[config.mk]
export PLATFORM = sky130hd
export DESIGN_NAME = nsd_back
export DESIGN_NICKNAME = d
export VERILOG_FILES = /design/src/nsd_pkg.sv /design/src/nsd_back.sv
export SDC_FILE = /design/constraint.sdc
export NUM_CORES = 1
export LEC_CHECK = 0
export ABC_CLOCK_PERIOD_IN_PS = 21800
export BUFFER_PORTS_ARGS = -buffer_cell sky130_fd_sc_hd__buf_2
export CAP_MARGIN = 40
export CORE_ASPECT_RATIO = 1.1
export CORE_MARGIN = 2
export CORE_UTILIZATION = 40
export DETAILED_ROUTE_END_ITERATION = 7
export PLACE_DENSITY_LB_ADDON = 0.25
export REMOVE_ABC_BUFFERS = 1
export SYNTH_ARGS = -nofsm -noshare
export SYNTH_HDL_FRONTEND = slang
export SYNTH_SLANG_ARGS = --single-unit
[constraint.sdc]
create_clock -name clk -period 21.8 [get_ports clk]
set_input_delay 6.54 -clock clk [delete_from_list [all_inputs] [get_ports clk]]
set_output_delay 6.54 -clock clk [all_outputs]
set_load 0.05 [all_outputs]
[src/nsd_pkg.sv]
// ---------------------------------------------------------------------------
// nsd_pkg: shared types and constants of the 2x2 neighbor-select downscaler
// Widths, register indexes, the block record passed from front to back, and
// the clamp and select functions.
// ---------------------------------------------------------------------------
package nsd_pkg;

  localparam int MAX_LINE_WIDTH = 1024;
  localparam int PIX_W          = 8;
  localparam int LW_W           = 11;
  localparam int COL_W          = $clog2(MAX_LINE_WIDTH);
  localparam int WW             = (LW_W > COL_W + 1) ? LW_W : COL_W + 1;
  localparam int BANK_DEPTH     = MAX_LINE_WIDTH / 2;
  localparam int BANK_AW        = COL_W - 1;

  localparam int QDEPTH = 4;
  localparam int QPTR_W = $clog2(QDEPTH);
  localparam int QCNT_W = QPTR_W + 1;

  localparam int REG_IDX_W = 2;
  localparam int CFG_W     = LW_W;

  localparam logic [LW_W-1:0]  LINE_WIDTH_RST = LW_W'(720);
  localparam logic [PIX_W-1:0] CLAMP_LOW_RST  = PIX_W'(16);
  localparam logic [PIX_W-1:0] CLAMP_HIGH_RST = PIX_W'(240);

  typedef enum logic [REG_IDX_W-1:0] {
    REG_LINE_WIDTH = 2'd0,
    REG_CLAMP_LOW  = 2'd1,
    REG_CLAMP_HIGH = 2'd2
  } reg_idx_t;

  // one 2x2 block, ready for selection
  typedef struct packed {
    logic [PIX_W-1:0] tl;
    logic [PIX_W-1:0] tr;
    logic [PIX_W-1:0] bl;
    logic [PIX_W-1:0] br;
    logic             last;
  } quad_t;

  function automatic logic [PIX_W-1:0] clamp_pix(input logic [PIX_W-1:0] v,
                                                 input logic [PIX_W-1:0] lo,
                                                 input logic [PIX_W-1:0] hi);
    logic [PIX_W-1:0] r;
    if (v < lo) r = lo;
    else if (v > hi) r = hi;
    else r = v;
    return r;
  endfunction

  function automatic logic [PIX_W-1:0] choose_pix(input logic [PIX_W-1:0] bl,
                                                  input logic [PIX_W-1:0] br,
                                                  input logic [PIX_W-1:0] tr,
                                                  input logic [PIX_W-1:0] tl);
    logic [PIX_W:0]   s_brtr;
    logic [PIX_W:0]   s_trtl;
    logic [PIX_W:0]   s_tlbr;
    logic [PIX_W+1:0] s_all;
    logic [PIX_W-1:0] r;
    s_brtr = {1'b0, br} + {1'b0, tr};
    s_trtl = {1'b0, tr} + {1'b0, tl};
    s_tlbr = {1'b0, tl} + {1'b0, br};
    s_all  = {1'b0, s_brtr} + {1'b0, s_trtl} - {2'b00, tr};
    s_all  = s_all + {2'b00, bl};
    if (bl < br && bl < tr) r = s_brtr[PIX_W:1];
    else if (bl < tr && bl < tl) r = s_trtl[PIX_W:1];
    else if (bl < tl && bl < br) r = s_tlbr[PIX_W:1];
    else r = s_all[PIX_W+1:2];
    return r;
  endfunction

endpackage

[src/nsd_back.sv]
// ---------------------------------------------------------------------------
// nsd_back: clamp, select and result register
// Takes one block from the queue per cycle while the result slot is free or is popped.
// ---------------------------------------------------------------------------
module nsd_back (
  input  logic                      clk,
  input  logic                      rst,
  input  logic                      blk_valid,
  input  nsd_pkg::quad_t            blk,
  input  logic [nsd_pkg::PIX_W-1:0] clamp_low,
  input  logic [nsd_pkg::PIX_W-1:0] clamp_high,
  input  logic                      pop,
  output logic                      take,
  output logic                      res_valid,
  output logic [nsd_pkg::PIX_W-1:0] scaled_sample,
  output logic                      row_end
);

  logic [nsd_pkg::PIX_W-1:0] c_tl;
  logic [nsd_pkg::PIX_W-1:0] c_tr;
  logic [nsd_pkg::PIX_W-1:0] c_bl;
  logic [nsd_pkg::PIX_W-1:0] c_br;
  logic [nsd_pkg::PIX_W-1:0] pick;

  always_comb begin
    c_tl = nsd_pkg::clamp_pix(blk.tl, clamp_low, clamp_high);
    c_tr = nsd_pkg::clamp_pix(blk.tr, clamp_low, clamp_high);
    c_bl = nsd_pkg::clamp_pix(blk.bl, clamp_low, clamp_high);
    c_br = nsd_pkg::clamp_pix(blk.br, clamp_low, clamp_high);
    pick = nsd_pkg::choose_pix(c_bl, c_br, c_tr, c_tl);
  end

  assign take = blk_valid && (!res_valid || pop);

  always_ff @(posedge clk) begin
    if (rst) begin
      res_valid <= 1'b0;
    end else if (take) begin
      res_valid <= 1'b1;
    end else if (pop) begin
      res_valid <= 1'b0;
    end
  end

  always_ff @(posedge clk) begin
    if (take) begin
      scaled_sample <= pick;
      row_end       <= blk.last;
    end
  end

endmodule

# After elaboration in Yosys (flattened, before gate mapping)
# Index checks and enable logic that the tools add are counted.
# classes
add_sub_neg	6
n_lt_le_gt_ge	11
muxes	13
n_reduce_logical	7
# op_table
cell	n
8-bit two-way mux	11
8-bit < comparator	7
8-bit > comparator	4
8-bit by 8-bit adder with 9-bit output	3
10-bit by 8-bit adder with 10-bit output	1
9-bit by 9-bit adder with 10-bit output	1
10-bit by 8-bit subtractor with 10-bit output	1
1-bit logical AND	4
1-bit two-way mux	2
2-bit nonzero test	1
1-bit logical NOT	1
1-bit logical OR	1
# word_totals
reg_bits	10
inputBits	53
out_inout_bits	11
wordCells	40

# Logic depth before layout (Yosys ltp)
# logic_depth
ltp_word	10
ltp_mapped	29
ltp_nobuf	27

# Least setup slack after synthesis
# No wires, ideal clock.
# synth_timing
path_kind	in2out
startpoint	input pop
endpoint	output take
arrival_ps	8351
t_required_ps	15260
setup_slack_ps	6909
path_stages	2
cell_sequence	inv_1 -> a21boi_0
# synth_between
elab_chain_len	2
# synth_lines
item	line_no	rtl
start, declared	nsd_back.sv:12	input logic pop,
1-bit logical OR	nsd_back.sv:33	assign take = blk_valid && (!res_valid || pop);
1-bit logical AND	nsd_back.sv:33	
end, declared	nsd_back.sv:13	output logic take,
# No other way between the ends.

# Worst setup path in the final report
# Ends and elaborated chain as after synthesis.

==> flow_metrics.env <==
export IMPL_antenna_found_initial=0
export IMPL_drive_gt1_share_pct=16.6
export IMPL_cts_tree="yes"
export IMPL_fin_skew_ns=0.00343
export IMPL_internal_power_uw=366
export IMPL_cts_setup_buffers=0
export IMPL_maxCapViolCount=0
export IMPL_globalRouteTotalUtil_pct=22.1
export IMPL_cts_sinks=10
export IMPL_rrSetupSlack_ns=20.83
export IMPL_viasPerCell=5.89
export IMPL_switching_share_pct=51.2
export IMPL_critical_path_max_stage_delay_ns=0.28
export IMPL_ir_drop_v=0.000186
export IMPL_end_kind="output port"
export IMPL_outcome="finished clean"
export IMPL_rsz0062_at_grt="false"
export IMPL_wl_met3_um=618
export IMPL_async_flop_share_pct=0
export IMPL_die_area_sq_um=13900
export IMPL_crit_buf_inv=4
export IMPL_report_final_slew_viol_count=0
export IMPL_path_clk_slew_ns=0.04
export IMPL_cp_arrival_ns=7.30
export IMPL_relSlewSlack_pct=41.8
export IMPL_fill_cells=1288
export IMPL_vias=5074
export IMPL_placed_cells=857
export IMPL_grt_pass1_vias=5217
export IMPL_critPathMostFrequentCell="buf_2"
export IMPL_clk_latency_ns=0.23
export IMPL_rows=43
export IMPL_grt_first_pass_wirelength_um=25000
export IMPL_drt_met1_wl_um=6640
export IMPL_ys_ff_latch=10
export IMPL_pwr_share_seq_pct=5.3
export IMPL_gp_congestion=0.877
export IMPL_fmaxAchievable_mhz=72.2
export IMPL_initial_core_util_pct=41.1
export IMPL_synth_ff_type="edfxtp_1"
export IMPL_yosysUniqueCellTypes=81
export IMPL_die_x_um=113
export IMPL_wire_per_inst_um=18.0
export IMPL_synthesis_area_sq_um=5200
export IMPL_synth_edf_count=9
export IMPL_hpwl_um=13500
export IMPL_synth_warnings=0
export IMPL_start_kind="input port"
export IMPL_postSynthAreaPerCell_sq_um=8.03
export IMPL_area_growth_pct=10.4
export IMPL_gr_total_overflow=0
export IMPL_cts_max_level=1
export IMPL_coreArea_sq_um=12600
export IMPL_crit_family="buffers and inverters"
export IMPL_cp_max_fo=10
export IMPL_cp_data_required_time_ns=15.26
export IMPL_setup_viol=0
export IMPL_cts_hold_buf=0
export IMPL_clock_tree_root_cell="clkbuf_16"
export IMPL_finalCriticalPeriod_ns=13.84
export IMPL_drt_iter0_drc=313
export IMPL_crit_type="input port to output port"
export IMPL_p_sw_uw=383
export IMPL_period_share_pct=63.5
export IMPL_pwr_share_clk_pct=4.3
export IMPL_first_pass_iters=5
export IMPL_totalWireLength_um=15500
export IMPL_cts_resized=0
export IMPL_drcViolationCount=0
export IMPL_antenna_left=0
export IMPL_crit_slowest_cell="buf_2"
export IMPL_fin_cells=861
export IMPL_met2_wirelength_um=7830
export IMPL_hold_path_class="flip-flop to flip-flop"
export IMPL_nNetsFinal=875
export IMPL_synth_cells=647
export IMPL_antenna_cells=0
export IMPL_setup_tns_ns=0
export IMPL_dieHeight_um=124
export IMPL_portBuffers=63
export IMPL_top_layer="met4"
export IMPL_grt_max_degree=20
export IMPL_p_leak_uw=0.00276
export IMPL_path_cells="buf_2 -> inv_1 -> a21boi_0 -> buf_4 -> buf_2"
export IMPL_finalHoldViolations=0
export IMPL_cts_buffers=3
export IMPL_pwr_share_comb_pct=90.4
export IMPL_worstMarginPinSlew_ns=0.874
export IMPL_ios=64
export IMPL_p_per_area_nw_per_um2=131
export IMPL_ys_seq_area_share_pct=5.59
export IMPL_clk_path_buf_depth=2
synth_stat cells, drive strengths merged, types with 10 or more instances:
master	number	share of area, %
ha	106	26
inv	72	5.2
nor2	59	4.3
a21oi	46	4.6
nand2	32	2.3
xnor2	31	5.2
a21o	25	3.6
nand3	24	2.3
o21ai	22	2.5
a31oi	18	3.0
nand4	14	1.8
buf	12	1.5
fa	11	4.2
mux2	10	2.7
mux2i	10	2.2
nor2b	10	1.2
cell families after synthesis:
group	after synthesis	synth area share, %
xor gates and xnor gates	39	6.57
DFF	10	5.59
muxes	20	4.84
adders and majority gates	121	30.6
AOI/OAI and AO/OA	201	29.7
and+or+nand+nor	169	15.8
buffers and inverters	87	6.91
power by group through the flow:
stage | sequential (uW) | clock (uW) | combinational [uW]
floorplan | 69.9 | 0 | 506
global placement | 40.2 | 0 | 655
detailed placement | 40.1 | 0 | 673
CTS | 39.9 | 32.8 | 680
global route | 40.5 | 33.2 | 757
finish | 39.7 | 32.2 | 677
metrics by stage:
step           worst slack (ns)  total power (uW)  util (%)  hold slack, ns  instance area, sq um
3_5_place_dp               7.96               713      44.7           0.513                  5660
5_1_grt                    7.88               831      45.4           0.532                  5740
6_report                   7.96               749      45.4           0.516                  5740
2_1_floorplan              6.91               576         -           0.738                  5110
4_1_cts                    7.95               752      45.4           0.521                  5740
3_3_place_gp               7.96               695      44.7           0.479                  5650
per-layer routing:
| metal | vias up | track usage [%] |
|---|---|---|
| met2 | 139 | 42.7 |
| li1 | 2531 | - |
| met3 | 26 | 1.67 |
| met1 | 2378 | 25.9 |
| met5 | - | 0 |
| met4 | 0 | 7.01 |
path summary, 6_finish.rpt:
kind / from / endpoint / cells after the start
worst min register to register: res_valid$_SDFFE_PP0P_ / res_valid$_SDFFE_PP0P_ / 2
worst min-delay path: res_valid$_SDFFE_PP0P_ / res_valid$_SDFFE_PP0P_ / 2
worst max-delay path: pop / take / 5
worst max register to register: res_valid$_SDFFE_PP0P_ / scaled_sample[2]$_DFFE_PP_ / 2
final cells by class:
cell class / count / area, sq um / area share (%)
flip-flops and latches: 10 / 290 / 5.06
multi-input cells: 550 / 4550 / 79.3
well taps: 157 / 196 / 3.42
inverters: 72 / 270 / 4.71
clock buffers: 4 / 78.8 / 1.37
repair buffers: 68 / 353 / 6.15
placed cells by master, fill, tap and decap left out, drive strengths merged, types with 8 or more instances in the layout:
master,synthesis,final
nand4,14,14
a21oi,46,46
a221oi,8,8
nor2,59,59
a31oi,18,18
edfxtp,9,9
xor2,8,8
o22ai,8,8
buf,12,68
o21a,8,8
fa,11,11
nand2,32,32
nand3,24,24
mux2,10,10
ha,106,106
a211oi,8,8
xnor2,31,31
inv,72,72
o21ai,22,22
mux2i,10,10
a21o,25,25
nor2b,10,10
o211ai,9,9
state kept, by name, summed over array words and instances (netlist names):
register / cells
scaled_sample: 8
res_valid: 1
row_end: 1
worst register-to-register path, stage by stage (launching register included):
cell and delay [ns]:
dfxtp_1 0.31, a21boi_0 0.16, buf_4 0.21
Note: power is estimated with default switching activity, not from simulation.
