[config.mk]
export PLATFORM = sky130hd
export DESIGN_NAME = nsd_queue
export DESIGN_NICKNAME = d
export VERILOG_FILES = /design/src/nsd_pkg.sv /design/src/nsd_queue.sv
export SDC_FILE = /design/constraint.sdc
export NUM_CORES = 1
export LEC_CHECK = 0
export BUFFER_PORTS_ARGS = -buffer_cell sky130_fd_sc_hd__buf_2
export CAP_MARGIN = 20
export CORE_ASPECT_RATIO = 1.75
export CORE_UTILIZATION = 45
export CTS_CLUSTER_SIZE = 24
export DETAILED_ROUTE_END_ITERATION = 16
export GPL_TIMING_DRIVEN = 0
export PLACE_DENSITY = 0.63
export SLEW_MARGIN = 5
export SYNTH_ARGS = -nofsm -noshare
export SYNTH_HDL_FRONTEND = slang
export SYNTH_SLANG_ARGS = --single-unit
[constraint.sdc]
create_clock -name clk -period 5.05 [get_ports clk]
set_input_delay 0.505 -clock clk [delete_from_list [all_inputs] [get_ports clk]]
set_output_delay 0.505 -clock clk [all_outputs]
set_load 0.02 [all_outputs]
[src/nsd_pkg.sv]
// ---------------------------------------------------------------------------
// nsd_pkg: shared types and constants of the 2x2 neighbor-select downscaler
// Widths, register indexes, the block record passed from front to back, and
// the clamp and select functions.
// ---------------------------------------------------------------------------
package nsd_pkg;

  localparam int MAX_LINE_WIDTH = 1024;
  localparam int PIX_W          = 8;
  localparam int LW_W           = 11;
  localparam int COL_W          = $clog2(MAX_LINE_WIDTH);
  localparam int WW             = (LW_W > COL_W + 1) ? LW_W : COL_W + 1;
  localparam int BANK_DEPTH     = MAX_LINE_WIDTH / 2;
  localparam int BANK_AW        = COL_W - 1;

  localparam int QDEPTH = 4;
  localparam int QPTR_W = $clog2(QDEPTH);
  localparam int QCNT_W = QPTR_W + 1;

  localparam int REG_IDX_W = 2;
  localparam int CFG_W     = LW_W;

  localparam logic [LW_W-1:0]  LINE_WIDTH_RST = LW_W'(720);
  localparam logic [PIX_W-1:0] CLAMP_LOW_RST  = PIX_W'(16);
  localparam logic [PIX_W-1:0] CLAMP_HIGH_RST = PIX_W'(240);

  typedef enum logic [REG_IDX_W-1:0] {
    REG_LINE_WIDTH = 2'd0,
    REG_CLAMP_LOW  = 2'd1,
    REG_CLAMP_HIGH = 2'd2
  } reg_idx_t;

  // one 2x2 block, ready for selection
  typedef struct packed {
    logic [PIX_W-1:0] tl;
    logic [PIX_W-1:0] tr;
    logic [PIX_W-1:0] bl;
    logic [PIX_W-1:0] br;
    logic             last;
  } quad_t;

  function automatic logic [PIX_W-1:0] clamp_pix(input logic [PIX_W-1:0] v,
                                                 input logic [PIX_W-1:0] lo,
                                                 input logic [PIX_W-1:0] hi);
    logic [PIX_W-1:0] r;
    if (v < lo) r = lo;
    else if (v > hi) r = hi;
    else r = v;
    return r;
  endfunction

  function automatic logic [PIX_W-1:0] choose_pix(input logic [PIX_W-1:0] bl,
                                                  input logic [PIX_W-1:0] br,
                                                  input logic [PIX_W-1:0] tr,
                                                  input logic [PIX_W-1:0] tl);
    logic [PIX_W:0]   s_brtr;
    logic [PIX_W:0]   s_trtl;
    logic [PIX_W:0]   s_tlbr;
    logic [PIX_W+1:0] s_all;
    logic [PIX_W-1:0] r;
    s_brtr = {1'b0, br} + {1'b0, tr};
    s_trtl = {1'b0, tr} + {1'b0, tl};
    s_tlbr = {1'b0, tl} + {1'b0, br};
    s_all  = {1'b0, s_brtr} + {1'b0, s_trtl} - {2'b00, tr};
    s_all  = s_all + {2'b00, bl};
    if (bl < br && bl < tr) r = s_brtr[PIX_W:1];
    else if (bl < tr && bl < tl) r = s_trtl[PIX_W:1];
    else if (bl < tl && bl < br) r = s_tlbr[PIX_W:1];
    else r = s_all[PIX_W+1:2];
    return r;
  endfunction

endpackage

[src/nsd_queue.sv]
// ---------------------------------------------------------------------------
// nsd_queue: short block queue between front and back
// Register file with read and write pointers; count feeds the input credit.
// ---------------------------------------------------------------------------
module nsd_queue (
  input  logic                       clk,
  input  logic                       rst,
  input  logic                       push,
  input  nsd_pkg::quad_t             push_data,
  input  logic                       take,
  output logic                       head_valid,
  output nsd_pkg::quad_t             head,
  output logic [nsd_pkg::QCNT_W-1:0] count
);

  nsd_pkg::quad_t            entries [nsd_pkg::QDEPTH];
  logic [nsd_pkg::QPTR_W-1:0] wr_ptr;
  logic [nsd_pkg::QPTR_W-1:0] rd_ptr;

  assign head_valid = (count != '0);
  assign head       = entries[rd_ptr];

  always_ff @(posedge clk) begin
    if (rst) begin
      wr_ptr <= '0;
      rd_ptr <= '0;
      count  <= '0;
    end else begin
      if (push) wr_ptr <= wr_ptr + nsd_pkg::QPTR_W'(1);
      if (take) rd_ptr <= rd_ptr + nsd_pkg::QPTR_W'(1);
      case ({push, take})
        2'b10:   count <= count + nsd_pkg::QCNT_W'(1);
        2'b01:   count <= count - nsd_pkg::QCNT_W'(1);
        default: count <= count;
      endcase
    end
  end

  always_ff @(posedge clk) begin
    if (push) entries[wr_ptr] <= push_data;
  end

endmodule

# [Yosys cells after proc, flatten, opt, wreduce, memory -nomap -nowiden]
# Memories as Yosys holds them, arrays and structs flattened. A register that Yosys moved wholly into a read port is not among the register bits.
# Index checks and enable logic that the tools add are counted.
# Widths: inputs -> output; s select.
[classes] n_addsub=4 n_eq_ne=2 n_mux=5 n_reduce_logical=2
[ops] cell="$pmux 3 s2" count=1
[ops] cell="$add 2x1->2 const B" count=2
[ops] cell="$mux 2" count=2
[ops] cell="$add 3x1->3 const B" count=1
[ops] cell="$reduce_bool 3->1" count=1
[ops] cell="$sub 3x1->3 const B" count=1
[ops] cell="$eq 2x1->1 const B" count=1
[ops] cell="$eq 2x2->1 const B" count=1
[ops] cell="$mux 1" count=2
[ops] cell="$reduce_bool 2->1" count=1
[totals] regBits=7 mem_bits_rw=132 input_bits=37 out_inout_bits=37 elab_cells=17 memories=1
[mem_list] memory="entries" words=4 width=33 rd=1 rd_clocked_by_memory_dff=1 wr=1 line_no="nsd_queue.sv:16" rtl="nsd_pkg::quad_t entries [nsd_pkg::QDEPTH];"

# [Depth between registers and ports, before layout]
[logic_depth] depth_word=3 ltp_mapped=6 depth_no_buf=6

# [Least setup slack after synthesis]
# No wires, ideal clock.
[synth_timing] path_type="reg-to-reg" from="register wr_ptr[0] (netlist name)" to="memory entries[2][0] (netlist name) (enable)" setup_time_ps=393 arrival_time_ps=1354 t_required_ps=4657 path_slack_ps=3303 path_stages_with_launch=4 path_buffers=0 synth_period_minus_slack_ps=1747 cell_sequence="dfxtp_1 > inv_1 > ha_1 > and2_1"
[synth_rtl] element="start: declaration" line_no="nsd_queue.sv:17" rtl="logic [nsd_pkg::QPTR_W-1:0] wr_ptr;"
[synth_rtl] element="start signal: assignment" line_no="nsd_queue.sv:29" rtl="if (push) wr_ptr <= wr_ptr + nsd_pkg::QPTR_W'(1);"
[synth_rtl] element="end: declaration" line_no="nsd_queue.sv:16"
# No word-level cell before the write port.

==> flow_results.org <==
** Drt
- In this run, the number of DRC markers left after iteration 0 of detailed routing was 148.
- Drt pass-1 iters :: 4
- Once detail routing completed, the nets flagged for antenna violations numbered 0.
- Via/cell ratio :: 5.18
- For this block, the routed nets add up to 8640 µm of wire.
- Remaining DRCs :: 0
- Vias post-DR :: 2,355
- In the final routed layout, each cell accounts on average for 19.0 µm.

** Flow run
- Max-capacitance violation count :: 0

** Clock network
- The number of setup buffers added after CTS is 0.
- The H-tree generated during clock tree synthesis spans 4 levels.
- Clock Tree Root :: clkbuf_16
- Clk Latency, worst-skew pair :: 0.41 ns
- Total clock buffers created by CTS :: 17
- Number of gates resized after cts :: 0
- Hold repair after CTS inserted 0 buffers.
- CTS Buffer Depth :: 2
- Clock tree synthesis found a total of 141 sinks.
- After clock tree synthesis, the clock-pin slew on the worst setup and hold paths is 0.06 ns.
- Clock tree from TritonCTS :: done

** STA
- Number of pins exceeding their max-slew limit in the final report :: 0
- The worst pin sits at a relative slew slack of 64.0%.
- Derived from the worst setup path, the maximum achievable clock frequency is 0.421 GHz.
- Setup violations remaining at the end of the flow were counted as 0.
- RSZ-0062 raised after global routing :: false
- Setup TNS after final layout :: 0 ns
- Final-report hold violation count :: 0
- Worst slew pin tran :: 0.540 ns
- Fraction of the cycle the final worst path needs :: about 47%
- The worst path needs 2.38 ns of the cycle, external delays included.
- Skew final :: 0.00792 ns

** Synth
- Dividing the synthesized area by the synthesized cell count gives 24.3 µm².
- Summing the areas of all compound-gate instances in the mapped netlist gives less than 1% of the synthesized area.
- Synthesis produced a netlist with a net count of about 260.
- In this run the biggest area consumer among cell types represents 75.8% of the synthesized area.
- After synthesis, the largest family of logic cells by area is multiplexers.
- For this run, the register share of the synthesized area comes to roughly four fifths.
- Share of synthesized flip-flops with an asynchronous set or reset :: 0%
- Multiplexer cells account for 14.8% of the synthesized area.
- Number of instances in the synthesized netlist :: ~220
- Count of flip-flops with a built-in enable after synthesis :: 132
- Warnings from Yosys :: 0
- The synthesized netlist devotes 0.838% of its cell area to XOR and XNOR gates.
- Of all cell types, the one taking the most synthesized area is edfxtp_1.
- Leading post-synthesis cells by cell area :: edfxtp_1 76%, mux4_2 13%, dfxtp_1 3.4%
- Number of unique standard cell types used by synthesis :: 20
- Post-synthesis adder-cell area fraction :: 1.58%
- Main synth FF type :: edfxtp_1
- The mapped netlist covers between 0.005 and 0.006 mm².
- Counting flops and latches in the post-synthesis netlist gives between 100 and 150.
- Post-Synth Simple-Gate Area :: 1.29%

** Setup path
- Setup CP Type :: flop to output pin
- Maximum fanout encountered on the critical timing path :: 10
- Kind of end point of the critical path :: output pin
- Data on the critical path is required at its endpoint by 4.55 ns.
- Worst path arrival time :: 1.87 ns
- Kind of start point of the critical path :: flop

** Layout
- Final std cells w/o fill :: 455
- Register cell area after layout :: 0.00414 mm²
- Cell area after layout :: 0.00646 mm²
- Fill cells in the final layout number 837.
- Final layout net count :: between 300 and 400
- Layout cells sized above 1 :: ~45%
- Multi-input gate area in the final layout :: 983 µm²
- Total inserted antenna cells :: 0
- The area growth from synthesis to layout is 23.6%.

** Placed design
- In this run the cell area measured after placement is between 0.005 and 0.006 mm².
- Detailed placement HPWL :: 5520 µm
- Cell count after placement :: 423
- Placer congestion estimate :: 0.631
- Input/output buffers :: 72

** Floorplan
- Number of cell rows :: 51
- Effective utilization at floorplan :: a little under half
- I/O pins :: 74
- In this run the vertical extent of the chip is between 100 and 150 µm.
- The floorplan step defined a core boundary enclosing 0.0112 mm².
- Die width :: about 83 µm
- Area enclosed by the die boundary :: ~0.012 mm²

** Global route
- Congestion Overflow GR :: 0
- Vias in the first global route :: ~2,600
- The initial antenna violation count came to 0.
- Maximum number of pins on one net before global-route repair :: 30
- Overall Global Routing Usage :: 16.4%
- Wire length of the first global-routing pass :: 14,100 µm

** Power and ir drop
- Leak pwr :: ~2.3 nW
- IR analysis of the VDD net gives a maximum drop of 0.305 mV.
- For this design the ratio of total power to cell area is 454 mW/mm².

** Status
- The run finished with clean final reports.

** Min path
- Tightest Hold Check Type :: primary input to flop
-- registers in the layout (all words and copies together) (netlist names), named ones only --
register  cells
count         3
wr_ptr        2
entries     132
rd_ptr        2
-- stage by stage --
step / setup WS (ns) / hold WS, ns / util, % / power [W]
after global placement: 2.51 / 0.481 / 51.2 / 0.00168
after global routing: 2.57 / 0.291 / 57.5 / 0.00304
after floorplan: 3.30 / 0.485 / - / 0.00158
after CTS: 2.61 / 0.282 / 57.5 / 0.00296
final: 2.67 / 0.301 / 57.5 / 0.00293
after detailed placement: 3.02 / 0.499 / 52.1 / 0.00169
-- cell usage in the layout, fill, tap and decap left out --
cell type and instances:
edfxtp_1 132, buf_2 75, mux4_2 30, clkbuf_16 17, dfxtp_1 9, nor2_1 7
buf_12 5, clkbuf_1 5, ha_1 5, and2_2 4, bufinv_16 4, inv_1 3
mux4_1 3, xnor2_1 3, clkinv_2 3, clkinvlp_4 3, or3_1 2, mux2i_1 2
xor2_1 2, buf_16 2, buf_6 1, nand2_1 1, o21ai_0 1, a21oi_1 1
fa_1 1, clkinv_1 1, clkinv_4 1
-- per-layer routing --
metal  wire length (µm)  up-vias  share of wire (%)  track usage, %
met5                  0        -                  0               0
met4                167        0                1.9            7.76
met3                368       12                4.3            5.88
met2               4760       64                 55            28.2
met1               3340     1191                 39            18.3
li1                   -     1088                  -               -
-- Yosys cell counts (2+ instances only) --
cell	n
edfxtp_1	132
mux4_2	30
dfxtp_1	9
nor2_1	7
ha_1	5
and2_1	4
buf_12	3
buf_2	3
inv_1	3
mux4_1	3
xnor2_1	3
clkbuf_1	2
mux2i_1	2
or3_1	2
xor2_1	2
-- worst max-delay path, cell delays in order, from the launching register on --
cell and delay [ns]:
dfxtp_1 0.30, clkbuf_1 0.27, buf_2 0.35, mux4_2 0.36, buf_2 0.17
-- logic make-up after synthesis --
kind of cell             after synthesis
AO/OA/AOI/OAI                          2
AND/OR/NAND/NOR                       14
buffers and inverters                 12
multiplexers                          35
XOR/XNOR                               5
adder cells (fa/ha/maj)                6
flip-flops                           141
-- area by class of cell --
cell class,count,area share (%)
sequential,141,64.1
timing repair buffer,76,7.05
multi-input combinational,62,15.2
clock buffer,20,6.76
buffer,9,1.45
tap,132,2.56
clock inverter,12,2.63
inverter,3,0.174
-- power by group --
group / switching [W] / total, W / leakage (nW) / internal (W)
clock network: 0.000447 / 0.00127 / 0.287 / 0.000821
registers: 0.0000165 / 0.00136 / 1.29 / 0.00134
logic: 0.000172 / 0.000306 / 0.689 / 0.000134
total: 0.000635 / 0.00293 / 2.26 / 0.00230
-- path summary, 6_finish.rpt --
kind | startpoint | cells past startpoint | slack (ns) | endpoint
worst max-delay path | flop | 4 | 2.67 | head[14]
worst max register to register | wr_ptr[0] | 3 | 3.44 | entries[1][9]
worst min register to register | count[2] | 2 | 0.51 | count[2]
worst min-delay path | push_data[30] | 1 | 0.30 | entries[0][30]
Note: power is estimated with default switching activity, not from simulation.
